[src/sv/bmrp_pkg.sv]
// ---------------------------------------------------------------------------
// bmrp_pkg
// types and constants shared by the monitor record parser modules
// ---------------------------------------------------------------------------
package bmrp_pkg;

    localparam int TimeW  = 35;
    localparam int TickW  = 32;
    localparam int QDepth = 4;
    localparam int QPtrW  = $clog2(QDepth);

    localparam logic [7:0] MarkA = 8'h41;
    localparam logic [7:0] MarkB = 8'h42;
    localparam logic [7:0] MarkC = 8'h43;
    localparam logic [7:0] MarkD = 8'h44;

    localparam logic [2:0] KindHeader = 3'd0;
    localparam logic [2:0] KindCmdData = 3'd1;
    localparam logic [2:0] KindStatus = 3'd2;
    localparam logic [2:0] KindRespData = 3'd3;
    localparam logic [2:0] KindSwitch = 3'd4;
    localparam logic [2:0] KindDropped = 3'd5;
    localparam logic [2:0] KindMalformed = 3'd6;

    localparam logic [3:0] HdrTick0 = 4'd1;
    localparam logic [3:0] HdrTick3 = 4'd4;
    localparam logic [3:0] HdrChan = 4'd6;
    localparam logic [3:0] HdrErr = 4'd7;
    localparam logic [3:0] HdrCmdLen = 4'd8;
    localparam logic [3:0] HdrRespLen = 4'd9;

    typedef enum logic [2:0] {
        PH_WAIT,
        PH_HDR,
        PH_CMDW,
        PH_CMDD,
        PH_STATW,
        PH_RESPD,
        PH_SWITCH
    } t_phase;

    typedef struct packed {
        logic [2:0]       kind;
        logic [1:0]       marker;
        logic [TickW-1:0] tick;
        logic             chan;
        logic [7:0]       err;
        logic [15:0]      word;
    } t_event;

    typedef struct packed {
        logic [15:0]      word_value;
        logic [5:0]       word_count;
        logic [4:0]       subaddress;
        logic             transmit;
        logic [4:0]       rt_address;
        logic [7:0]       error_code;
        logic             bus_channel;
        logic [TimeW-1:0] interval_us;
        logic [TimeW-1:0] time_us;
        logic [1:0]       source_marker;
    } t_result;

endpackage

[src/sv/bmrp_front.sv]
// ---------------------------------------------------------------------------
// bmrp_front
// byte parser: cuts the log into records and classifies each word
// ---------------------------------------------------------------------------
module bmrp_front (
    input  logic            i_clk,
    input  logic            i_rst_n,
    input  logic            i_valid,
    input  logic [7:0]      i_byte,
    output logic            o_push,
    output bmrp_pkg::t_event o_event
);
    import bmrp_pkg::*;

    t_phase           r_phase, n_phase;
    logic [3:0]       r_idx, n_idx;
    logic [TickW-1:0] r_tick, n_tick;
    logic [1:0]       r_marker, n_marker;
    logic             r_chan, n_chan;
    logic [7:0]       r_err, n_err;
    logic [7:0]       r_cmd_len, n_cmd_len;
    logic [7:0]       r_resp_len, n_resp_len;
    logic [7:0]       r_left, n_left;
    logic [7:0]       r_hold, n_hold;
    logic [7:0]       w_mark_off;
    logic [15:0]      w_word;
    t_event           w_ev;

    assign w_mark_off = i_byte - MarkA;
    assign w_word     = {i_byte, r_hold};

    always_ff @(posedge i_clk) begin
        if (!i_rst_n) begin
            r_phase    <= PH_WAIT;
            r_idx      <= '0;
            r_tick     <= '0;
            r_marker   <= '0;
            r_chan     <= 1'b0;
            r_err      <= '0;
            r_cmd_len  <= '0;
            r_resp_len <= '0;
            r_left     <= '0;
            r_hold     <= '0;
        end else begin
            r_phase    <= n_phase;
            r_idx      <= n_idx;
            r_tick     <= n_tick;
            r_marker   <= n_marker;
            r_chan     <= n_chan;
            r_err      <= n_err;
            r_cmd_len  <= n_cmd_len;
            r_resp_len <= n_resp_len;
            r_left     <= n_left;
            r_hold     <= n_hold;
        end
    end

    always_comb begin
        n_phase    = r_phase;
        n_idx      = r_idx;
        n_tick     = r_tick;
        n_marker   = r_marker;
        n_chan     = r_chan;
        n_err      = r_err;
        n_cmd_len  = r_cmd_len;
        n_resp_len = r_resp_len;
        n_left     = r_left;
        n_hold     = r_hold;
        o_push     = 1'b0;
        w_ev       = '{kind: KindHeader, marker: r_marker, tick: r_tick, chan: r_chan,
                       err: r_err, word: w_word};
        if (i_valid) begin
            case (r_phase)
                PH_WAIT: begin
                    if (i_byte == MarkA || i_byte == MarkB) begin
                        n_marker = w_mark_off[1:0];
                        n_phase  = PH_HDR;
                        n_idx    = HdrTick0;
                        n_tick   = '0;
                    end else if (i_byte == MarkC || i_byte == MarkD) begin
                        n_marker = w_mark_off[1:0];
                        n_phase  = PH_SWITCH;
                    end else begin
                        o_push = 1'b1;
                        w_ev   = '{kind: KindDropped, marker: 2'd0, tick: '0, chan: 1'b0,
                                   err: i_byte, word: 16'd0};
                    end
                end
                PH_SWITCH: begin
                    n_phase = PH_WAIT;
                    o_push  = 1'b1;
                    w_ev    = '{kind: KindSwitch, marker: r_marker, tick: '0,
                                chan: (i_byte == 8'd0), err: 8'd0, word: 16'd0};
                end
                PH_HDR: begin
                    n_idx = r_idx + 4'd1;
                    if (r_idx >= HdrTick0 && r_idx <= HdrTick3) begin
                        case (r_idx[1:0])
                            2'd1:    n_tick[7:0]   = i_byte;
                            2'd2:    n_tick[15:8]  = i_byte;
                            2'd3:    n_tick[23:16] = i_byte;
                            default: n_tick[31:24] = i_byte;
                        endcase
                    end else if (r_idx == HdrChan) begin
                        n_chan = (i_byte != 8'd0);
                    end else if (r_idx == HdrErr) begin
                        n_err = i_byte;
                    end else if (r_idx == HdrCmdLen) begin
                        n_cmd_len = i_byte;
                    end else if (r_idx >= HdrRespLen) begin
                        n_idx      = '0;
                        n_resp_len = i_byte;
                        if (r_cmd_len[0] || r_cmd_len < 8'd2 ||
                            i_byte[0] || i_byte < 8'd2) begin
                            n_phase = PH_WAIT;
                            o_push  = 1'b1;
                            w_ev    = '{kind: KindMalformed, marker: r_marker, tick: r_tick,
                                        chan: r_chan, err: r_err, word: 16'd0};
                        end else begin
                            n_phase = PH_CMDW;
                        end
                    end
                end
                default: begin
                    if (r_idx == 4'd0) begin
                        n_hold = i_byte;
                        n_idx  = 4'd1;
                    end else begin
                        n_idx  = 4'd0;
                        o_push = 1'b1;
                        case (r_phase)
                            PH_CMDW: begin
                                w_ev.kind = KindHeader;
                                if (r_cmd_len > 8'd2) begin
                                    n_phase = PH_CMDD;
                                    n_left  = r_cmd_len - 8'd2;
                                end else begin
                                    n_phase = PH_STATW;
                                end
                            end
                            PH_CMDD: begin
                                w_ev.kind = KindCmdData;
                                n_left    = r_left - 8'd2;
                                if (r_left == 8'd2) begin
                                    n_phase = PH_STATW;
                                end
                            end
                            PH_STATW: begin
                                w_ev.kind = KindStatus;
                                if (r_resp_len > 8'd2) begin
                                    n_phase = PH_RESPD;
                                    n_left  = r_resp_len - 8'd2;
                                end else begin
                                    n_phase = PH_WAIT;
                                end
                            end
                            PH_RESPD: begin
                                w_ev.kind = KindRespData;
                                n_left    = r_left - 8'd2;
                                if (r_left == 8'd2) begin
                                    n_phase = PH_WAIT;
                                end
                            end
                            default: begin
                                o_push  = 1'b0;
                                n_phase = PH_WAIT;
                            end
                        endcase
                    end
                end
            endcase
        end
        o_event = w_ev;
    end

endmodule

[src/sv/bmrp_queue.sv]
// ---------------------------------------------------------------------------
// bmrp_queue
// short event queue between the parser and the result formatter
// ---------------------------------------------------------------------------
module bmrp_queue (
    input  logic             i_clk,
    input  logic             i_rst_n,
    input  logic             i_push,
    input  bmrp_pkg::t_event i_event,
    input  logic             i_pop,
    output bmrp_pkg::t_event o_event,
    output logic             o_full,
    output logic             o_empty
);
    import bmrp_pkg::*;

    t_event           r_mem [QDepth];
    logic [QPtrW-1:0] r_wr, n_wr;
    logic [QPtrW-1:0] r_rd, n_rd;
    logic [QPtrW:0]   r_cnt, n_cnt;
    logic             w_push;
    logic             w_pop;

    assign o_full  = (r_cnt == (QPtrW+1)'(QDepth));
    assign o_empty = (r_cnt == '0);
    assign w_push  = i_push && !o_full;
    assign w_pop   = i_pop && !o_empty;
    assign o_event = r_mem[r_rd];

    always_comb begin
        n_wr  = w_push ? r_wr + 1'b1 : r_wr;
        n_rd  = w_pop ? r_rd + 1'b1 : r_rd;
        n_cnt = r_cnt + (QPtrW+1)'(w_push) - (QPtrW+1)'(w_pop);
    end

    always_ff @(posedge i_clk) begin
        if (!i_rst_n) begin
            r_wr  <= '0;
            r_rd  <= '0;
            r_cnt <= '0;
        end else begin
            r_wr  <= n_wr;
            r_rd  <= n_rd;
            r_cnt <= n_cnt;
        end
    end

    always_ff @(posedge i_clk) begin
        if (w_push) begin
            r_mem[r_wr] <= i_event;
        end
    end

endmodule

[src/sv/bmrp_back.sv]
// ---------------------------------------------------------------------------
// bmrp_back
// result formatter: timing, interval, command word decode, output register
// ---------------------------------------------------------------------------
module bmrp_back (
    input  logic              i_clk,
    input  logic              i_rst_n,
    input  logic              i_avail,
    input  bmrp_pkg::t_event  i_event,
    output logic              o_pop,
    output logic              o_valid,
    input  logic              i_ready,
    output logic [2:0]        o_kind,
    output bmrp_pkg::t_result o_result
);
    import bmrp_pkg::*;

    logic             r_valid, n_valid;
    logic [2:0]       r_kind, n_kind;
    t_result          r_res, n_res;
    logic [TimeW-1:0] r_prev, n_prev;
    logic             r_have_prev, n_have_prev;
    logic [15:0]      r_cmd, n_cmd;
    logic [TimeW-1:0] w_time;
    logic [15:0]      w_cw;
    logic             w_is_hdr;
    logic             w_use_cmd;

    assign o_pop    = i_avail && (!r_valid || i_ready);
    assign o_valid  = r_valid;
    assign o_kind   = r_kind;
    assign o_result = r_res;
    assign w_time   = {i_event.tick, 3'b000};
    assign w_is_hdr = (i_event.kind == KindHeader);
    assign w_cw     = w_is_hdr ? i_event.word : r_cmd;
    assign w_use_cmd = (i_event.kind == KindHeader) || (i_event.kind == KindCmdData) ||
                       (i_event.kind == KindStatus) || (i_event.kind == KindRespData);

    always_comb begin
        n_valid     = r_valid;
        n_kind      = r_kind;
        n_res       = r_res;
        n_prev      = r_prev;
        n_have_prev = r_have_prev;
        n_cmd       = r_cmd;
        if (r_valid && i_ready) begin
            n_valid = 1'b0;
        end
        if (o_pop) begin
            n_valid             = 1'b1;
            n_kind              = i_event.kind;
            n_res               = '0;
            n_res.source_marker = i_event.marker;
            n_res.time_us       = w_time;
            n_res.bus_channel   = i_event.chan;
            n_res.error_code    = i_event.err;
            if (w_is_hdr) begin
                n_prev      = w_time;
                n_have_prev = 1'b1;
                n_cmd       = i_event.word;
                if (r_have_prev && w_time > r_prev) begin
                    n_res.interval_us = w_time - r_prev;
                end
            end
            if (w_use_cmd) begin
                n_res.rt_address = w_cw[15:11];
                n_res.transmit   = w_cw[10];
                n_res.subaddress = w_cw[9:5];
                n_res.word_count = (w_cw[4:0] == 5'd0) ? 6'd32 : {1'b0, w_cw[4:0]};
                n_res.word_value = i_event.word;
            end
        end
    end

    always_ff @(posedge i_clk) begin
        if (!i_rst_n) begin
            r_valid     <= 1'b0;
            r_prev      <= '0;
            r_have_prev <= 1'b0;
            r_cmd       <= '0;
        end else begin
            r_valid     <= n_valid;
            r_prev      <= n_prev;
            r_have_prev <= n_have_prev;
            r_cmd       <= n_cmd;
        end
    end

    always_ff @(posedge i_clk) begin
        r_kind <= n_kind;
        r_res  <= n_res;
    end

endmodule

[src/sv/bus_monitor_record_parser.sv]
// ---------------------------------------------------------------------------
// bus_monitor_record_parser
// decodes a captured 1553 bus monitor log, two bytes per word, into records
//
//   channel  dir  tdata                                     tuser
//   s        in   log_byte[7:0]                             -
//   m        out  source_marker .. word_value (see port)    kind[2:0]
//
// one byte accepted per cycle while the queue is not full; the event that a byte
// completes is written into the four-entry event queue as the byte is accepted,
// and is loaded from there into the output register. the parser stalls only while the queue
// is full. reset (synchronous, active low) clears parser state, queue and last
// time.
// ---------------------------------------------------------------------------
module bus_monitor_record_parser (
    input  logic         i_clk,
    input  logic         i_rst_n,
    input  logic         i_s_tvalid,
    output logic         o_s_tready,
    input  logic [7:0]   i_s_tdata,   // log_byte[7:0]
    output logic         o_m_tvalid,
    input  logic         i_m_tready,
    // source_marker[1:0], time_us[36:2], interval_us[71:37], bus_channel[72],
    // error_code[80:73], rt_address[85:81], transmit[86], subaddress[91:87],
    // word_count[97:92], word_value[113:98], zero[119:114]
    output logic [119:0] o_m_tdata,
    output logic [2:0]   o_m_tuser    // kind[2:0]
);
    import bmrp_pkg::*;

    logic    w_accept;
    logic    w_push;
    t_event  w_front_ev;
    t_event  w_queue_ev;
    logic    w_full;
    logic    w_empty;
    logic    w_pop;
    t_result w_res;

    assign o_s_tready = !w_full;
    assign w_accept   = i_s_tvalid && !w_full;

    bmrp_front u_front (
        .i_clk   (i_clk),
        .i_rst_n (i_rst_n),
        .i_valid (w_accept),
        .i_byte  (i_s_tdata),
        .o_push  (w_push),
        .o_event (w_front_ev)
    );

    bmrp_queue u_queue (
        .i_clk   (i_clk),
        .i_rst_n (i_rst_n),
        .i_push  (w_push),
        .i_event (w_front_ev),
        .i_pop   (w_pop),
        .o_event (w_queue_ev),
        .o_full  (w_full),
        .o_empty (w_empty)
    );

    bmrp_back u_back (
        .i_clk    (i_clk),
        .i_rst_n  (i_rst_n),
        .i_avail  (!w_empty),
        .i_event  (w_queue_ev),
        .o_pop    (w_pop),
        .o_valid  (o_m_tvalid),
        .i_ready  (i_m_tready),
        .o_kind   (o_m_tuser),
        .o_result (w_res)
    );

    assign o_m_tdata = {6'd0, w_res};

endmodule
[config.mk]
export PLATFORM = sky130hd
export DESIGN_NAME = bus_monitor_record_parser
export DESIGN_NICKNAME = d
export VERILOG_FILES = /design/src/sv/bmrp_pkg.sv /design/src/sv/bmrp_front.sv /design/src/sv/bmrp_queue.sv /design/src/sv/bmrp_back.sv /design/src/sv/bus_monitor_record_parser.sv
export SDC_FILE = /design/constraint.sdc
export NUM_CORES = 1
export LEC_CHECK = 0
export ABC_AREA = 1
export ABC_CLOCK_PERIOD_IN_PS = 8890
export BUFFER_PORTS_ARGS = -buffer_cell sky130_fd_sc_hd__buf_2
export CAP_MARGIN = 20
export CORE_MARGIN = 5
export CORE_UTILIZATION = 60
export DETAILED_ROUTE_END_ITERATION = 8
export PLACE_DENSITY = 0.76
export SYNTH_ARGS = -nofsm -noshare
export SYNTH_HDL_FRONTEND = slang
export SYNTH_SLANG_ARGS = --single-unit
[constraint.sdc]
create_clock -name i_clk -period 8.89 [get_ports i_clk]
set_input_delay 0 -clock i_clk [delete_from_list [all_inputs] [get_ports i_clk]]
set_output_delay 0 -clock i_clk [all_outputs]
set_load 0.05 [all_outputs]
Word-level counts from Yosys, hierarchy flattened
Memories as Yosys holds them, arrays and structs flattened. A register that Yosys moved wholly into a read port is not among the register bits.
Cells that the tools add are included.
Storage, ports and cells
  register bits after elaboration: 253
  output and inout bits: 125
  bits of input ports: 12
  RAM bits: 248
  logic and storage cells: 215
  memories kept: 1
Memory list
  u_queue.r_mem: words 4, width 62, rd ports 1, clocked after memory_dff 1, wr ports 1, line bmrp_queue.sv:17  | t_event r_mem [QDepth];
Cells by class
  muxes and demuxes: 68
  add/sub/neg operators: 10
  reduce and logical (&&, ||, !) cells: 50
  equality and inequality tests: 38
  bitwise operators: 8
  magnitude comparators: 8
Operator list (number)
  62-bit two-way mux: 9
  59-bit case mux with 3 select lines: 1
  32-bit two-way mux: 2
  32-bit case mux with 2 select lines: 1
  8-bit two-way mux: 6
  3-bit two-way mux: 13
  35-bit greater-than comparator: 1
  35-bit subtractor: 1
  8-bit by 7-bit == test with 1-bit output, second input constant: 4
  5-bit AND reduction: 5
  4-bit two-way mux: 6
  8-bit case mux with 3 select lines: 1
  8-bit by 2-bit subtractor with 8-bit output, second input constant: 3
  3-bit case mux with 3 select lines: 2
  8-bit by 2-bit greater-than comparator with 1-bit output, second input constant: 2
  8-bit by 2-bit < comparator with 1-bit output, second input constant: 2
  1-bit two-way mux: 16
  16-bit two-way mux: 1
  2-bit != test, second input constant: 8
  3-bit by 2-bit == test with 1-bit output, second input constant: 4
  3-bit == test, second input constant: 4
  3-bit case mux with 4 select lines: 1
  4-bit case mux with 3 select lines: 1
  6-bit AND reduction: 2
  42 further kinds: 86

Logic depth before layout (Yosys ltp)
  word-level depth: 15
  depth in mapped cells: 21

By module
A second synthesis with hierarchy kept.
Second synthesis, totals
  cell total of the unflattened synthesis: 2438
  area total of the unflattened synthesis: 23430.0 sq um
By module, submodules not included
  bmrp_queue: times used 1, sequential area each 7627.3 sq um, area an instance 10262.3 sq um, cells each 670
  bmrp_back: times used 1, sequential area each 4334.2 sq um, area an instance 8300.5 sq um, cells each 987
  bmrp_front: times used 1, sequential area each 1641.6 sq um, area an instance 4800.9 sq um, cells each 770
  bus_monitor_record_parser: times used 1, sequential area each 0.0 sq um, area an instance 66.3 sq um, cells each 11

Worst setup path before layout
Ideal clock, no wire load.
  path type: register -> register
  start point: register u_back.r_valid (netlist: u_back.o_valid)
  end point: register u_queue.r_cnt[1]
  slack: 1.735 ns
  required time: 8.780 ns
  stages on the path, launching flop included: 10
  path buffers: 0
  setup time: 0.110 ns
  arrival: 7.046 ns
  path through: dfxtp_1 nand2_1 inv_1 nor2_1 ha_1 inv_1 ha_1 fa_1 nand2_1 inv_1
Between the ends
  word-level cells in the longest chain between the ends: 5
Ends and longest elaborated chain
  start: declaration: line bmrp_back.sv:18  | logic r_valid, n_valid;
  start signal: assignment: line bmrp_back.sv:82  | r_valid <= n_valid;
  1-bit zero test: line bmrp_back.sv:29  | assign o_pop = i_avail && (!r_valid || i_ready);
  1-bit logical OR: line bmrp_back.sv:29
  1-bit logical AND: line bmrp_back.sv:29
  1-bit logical AND: line bmrp_queue.sv:27  | assign w_pop = i_pop && !o_empty;
  3-bit by 1-bit subtractor with 3-bit output: line bmrp_queue.sv:33  | n_cnt = r_cnt + (QPtrW+1)'(w_push) - (QPtrW+1)'(w_pop);
  via u_queue.n_cnt[1]: line bmrp_queue.sv:20  | logic [QPtrW:0] r_cnt, n_cnt;
  end signal: assignment: line bmrp_queue.sv:44  | r_cnt <= n_cnt;
  end: declaration: line bmrp_queue.sv:20
The timed path passes the listed nets, and every way through them passes these cells.
A chain may end at the register's enable or synchronous reset.

==> out/results.ini <==
[clock_tree]
cts_tree=done
clockBufferDepth=3
clkLatencyLatePin_ns=0.60
cts_max_level=2
cts.sinks=500
cts_made_buffers=50
post-cts-setup-buffer-count=0
cts-root-buf=clkbuf_16
clk_pin_slew_ns=0.06
cts.repair.resized=0

[grt]
track_usage_pct=25.4
grt_max_degree=103
grt_antenna_before_repair=0
grt_pass1_wl_mm=83.2
overflow=0
grt_pass1_vias=15600

[drt]
viasPerCell=5.61
drc_errors=0
drt_iter0_drc=1263
via_count=16300
firstDrtPassIters=6
wl_per_cell_um=18.1
antenna_left=0
wl_mm=52.6

[yosys]
yosysWarningCount=0
synth_top_family_by_area=simple AND/OR/NAND/NOR gates
syn_inst=2279
synth_xor_area_share_pct=0.791
synth_adder_area_share_pct=3.01
synthTopCellsByCount=nand2_1 (382), edfxtp_1 (359), nor2_1 (312), inv_1 (282), o21ai_0 (207)
synth_compound_area_share_pct=12.0
ys_seq_area_share_pct=61.4
synth.area.top_cells=edfxtp_1 (49%), dfxtp_1 (13%), nand2_1 (6.5%)
syn_area_um2=22100
synthSimpleGateAreaFrac_pct=15.6
ys.flop_type=edfxtp_1
ys_ff_latch=500
synthArstFlopShare_pct=0
synth_edf_count=359
avgSynthCellArea_um2=9.72
synth.top_cell.area_share_pct=48.7
synth_most_common_cell=nand2_1
synth_area_leader_cell=edfxtp_1
synthMuxAreaShare_pct=0
synth_cell_types=43

[floorplanning]
die_height_um=202
io_pins=137
start_util_pct=60.6
dieWidth_um=202
coreArea_um2=36500
rows=70
die_area_um2=40800

[timing]
relSlewSlack_pct=28.9
fmax_mhz=214
fin_tns_setup_ns=0
finalClockSkew_ns=0.0226
tightest_slew_ns=1.07
hold_viol=0
period_share_pct=52.6
holdWs_ns=0.0955
maxSlewViolCount=0
rsz0062_at_grt=no
fin_crit_ns=4.68
setup_viol=0

[critical_path]
arrival_ns=5.09
path_class=register to register
path_max_fanout=102
startpoint_type=register
required_ns=9.30
cp-end-kind=register

[status]
status=complete, no violations

[finish]
drive_gt1_share_pct=10.3
fillers=2812
synthToLayoutAreaGrowth_pct=11.7
num_antenna_cells=0
nets=2459

[placed_design]
routabilityCongestion=0.903
numPortBuffers=124
dpl.hpwl_mm=34.9

[flow_run]
max_cap_violations=0

[worst_hold_path]
hold_class=input port to register

[cells by family after synthesis]
family	after synthesis
and+or+nand+nor	849
DFF	500
AOI/OAI and AO/OA	468
buffers and inverters	389
adders and majority gates	52
xor gates and xnor gates	20
other	1
[per-stage QoR]
stage | utilization [%] | cells | instance area [µm²] | setup slack [ns]
final | 67.7 | 2905 | 24700 | 4.21
after global routing | 67.7 | 2905 | 24700 | 3.77
after CTS | 67.7 | 2905 | 24700 | 4.20
after detailed placement | 63.1 | 2802 | 23100 | 4.25
after global placement | 63.1 | 2802 | 23100 | 4.43
after floorplan | - | 2290 | 22200 | 1.73
[registers in the layout (all words and copies together), names as in the netlist, 2 cells and up, named ones only]
name / cells
u_front.r_phase: 3
u_front.r_left: 8
u_back.o_kind: 3
u_front.r_hold: 8
u_front.r_marker: 2
u_back.r_cmd: 16
u_queue.r_cnt: 3
u_front.r_tick: 32
u_queue.r_wr: 2
u_queue.r_mem: 248
u_queue.r_rd: 2
u_back.r_prev: 32
u_back.o_result: 108
u_front.r_cmd_len: 8
u_front.r_idx: 4
u_front.r_resp_len: 8
u_front.r_err: 8
[critical path, stage by stage (launching register included)]
cell and delay, ns:
dfxtp_4 0.46, inv_2 0.35, buf_4 0.81, nand2_1 0.13, a32oi_1 0.29, inv_1 0.11, ha_1 0.24, fa_1 0.48
o21ai_2 0.28, nand2_1 0.08, nand2_1 0.13, nand2_1 0.07, nand2_1 0.10, nand2_1 0.06, nand2_1 0.14, nand2_2 0.41
a21oi_1 0.27
[layout by cell type (no fill, tap or decap), types with 7 or more instances in the layout]
cell type and n:
nand4_1 15, xor2_1 15, conb_1 12, buf_2 124
a211oi_1 46, dfxtp_1 140, nand2_1 382, nand2_2 8
a32o_1 10, inv_2 10, clkbuf_16 50, clkbuf_1 19
nor2_1 307, nor2_2 10, edfxtp_1 359, buf_4 15
clkinv_2 8, a21oi_1 131, o211ai_1 11, nor3_1 19
nand3_1 94, ha_1 50, o21ai_0 207, o22ai_1 43
inv_1 281, dlygate4sd3_1 9, clkinv_1 7
[area by class of cell]
type / instances / area (µm²) / area share (%)
Multi-Input combinational cell: 1401 / 7030 / 28.4
Timing Repair Buffer: 148 / 823 / 3.33
Clock buffer: 72 / 1360 / 5.52
Inverter: 294 / 1100 / 4.46
Tap cell: 468 / 586 / 2.37
Clock inverter: 22 / 210 / 0.850
Sequential cell: 500 / 13600 / 55.0
[metal layers]
| layer | track usage [%] | routed length [µm] | up-vias |
|---|---|---|---|
| met5 | 0 | 0 | - |
| met4 | 8.22 | 1440 | 0 |
| met3 | 3.90 | 3290 | 93 |
| met2 | 42.1 | 25500 | 533 |
| met1 | 34.8 | 22400 | 7747 |
| li1 | - | - | 7929 |
[path summary, 6_finish.rpt]
path	from	end	slack, ns	depth (start not counted)
max	register	u_back.o_result[70]	4.21	16
max reg2reg	register	u_back.o_result[70]	4.21	16
min	i_s_tvalid	u_front.r_tick[14]	0.1	5
min reg2reg	u_front.r_hold[3]	u_front.r_hold[3]	0.45	2
[repair_timing]
item / in CTS / in global routing
hold buffers: 9 / 0
setup endpoints to repair: 0 / 0
endpoints found under the hold margin: 42 / 0
Power is not shown: default switching activity piles up to over one toggle a cycle in this logic, so the estimate is an artifact.
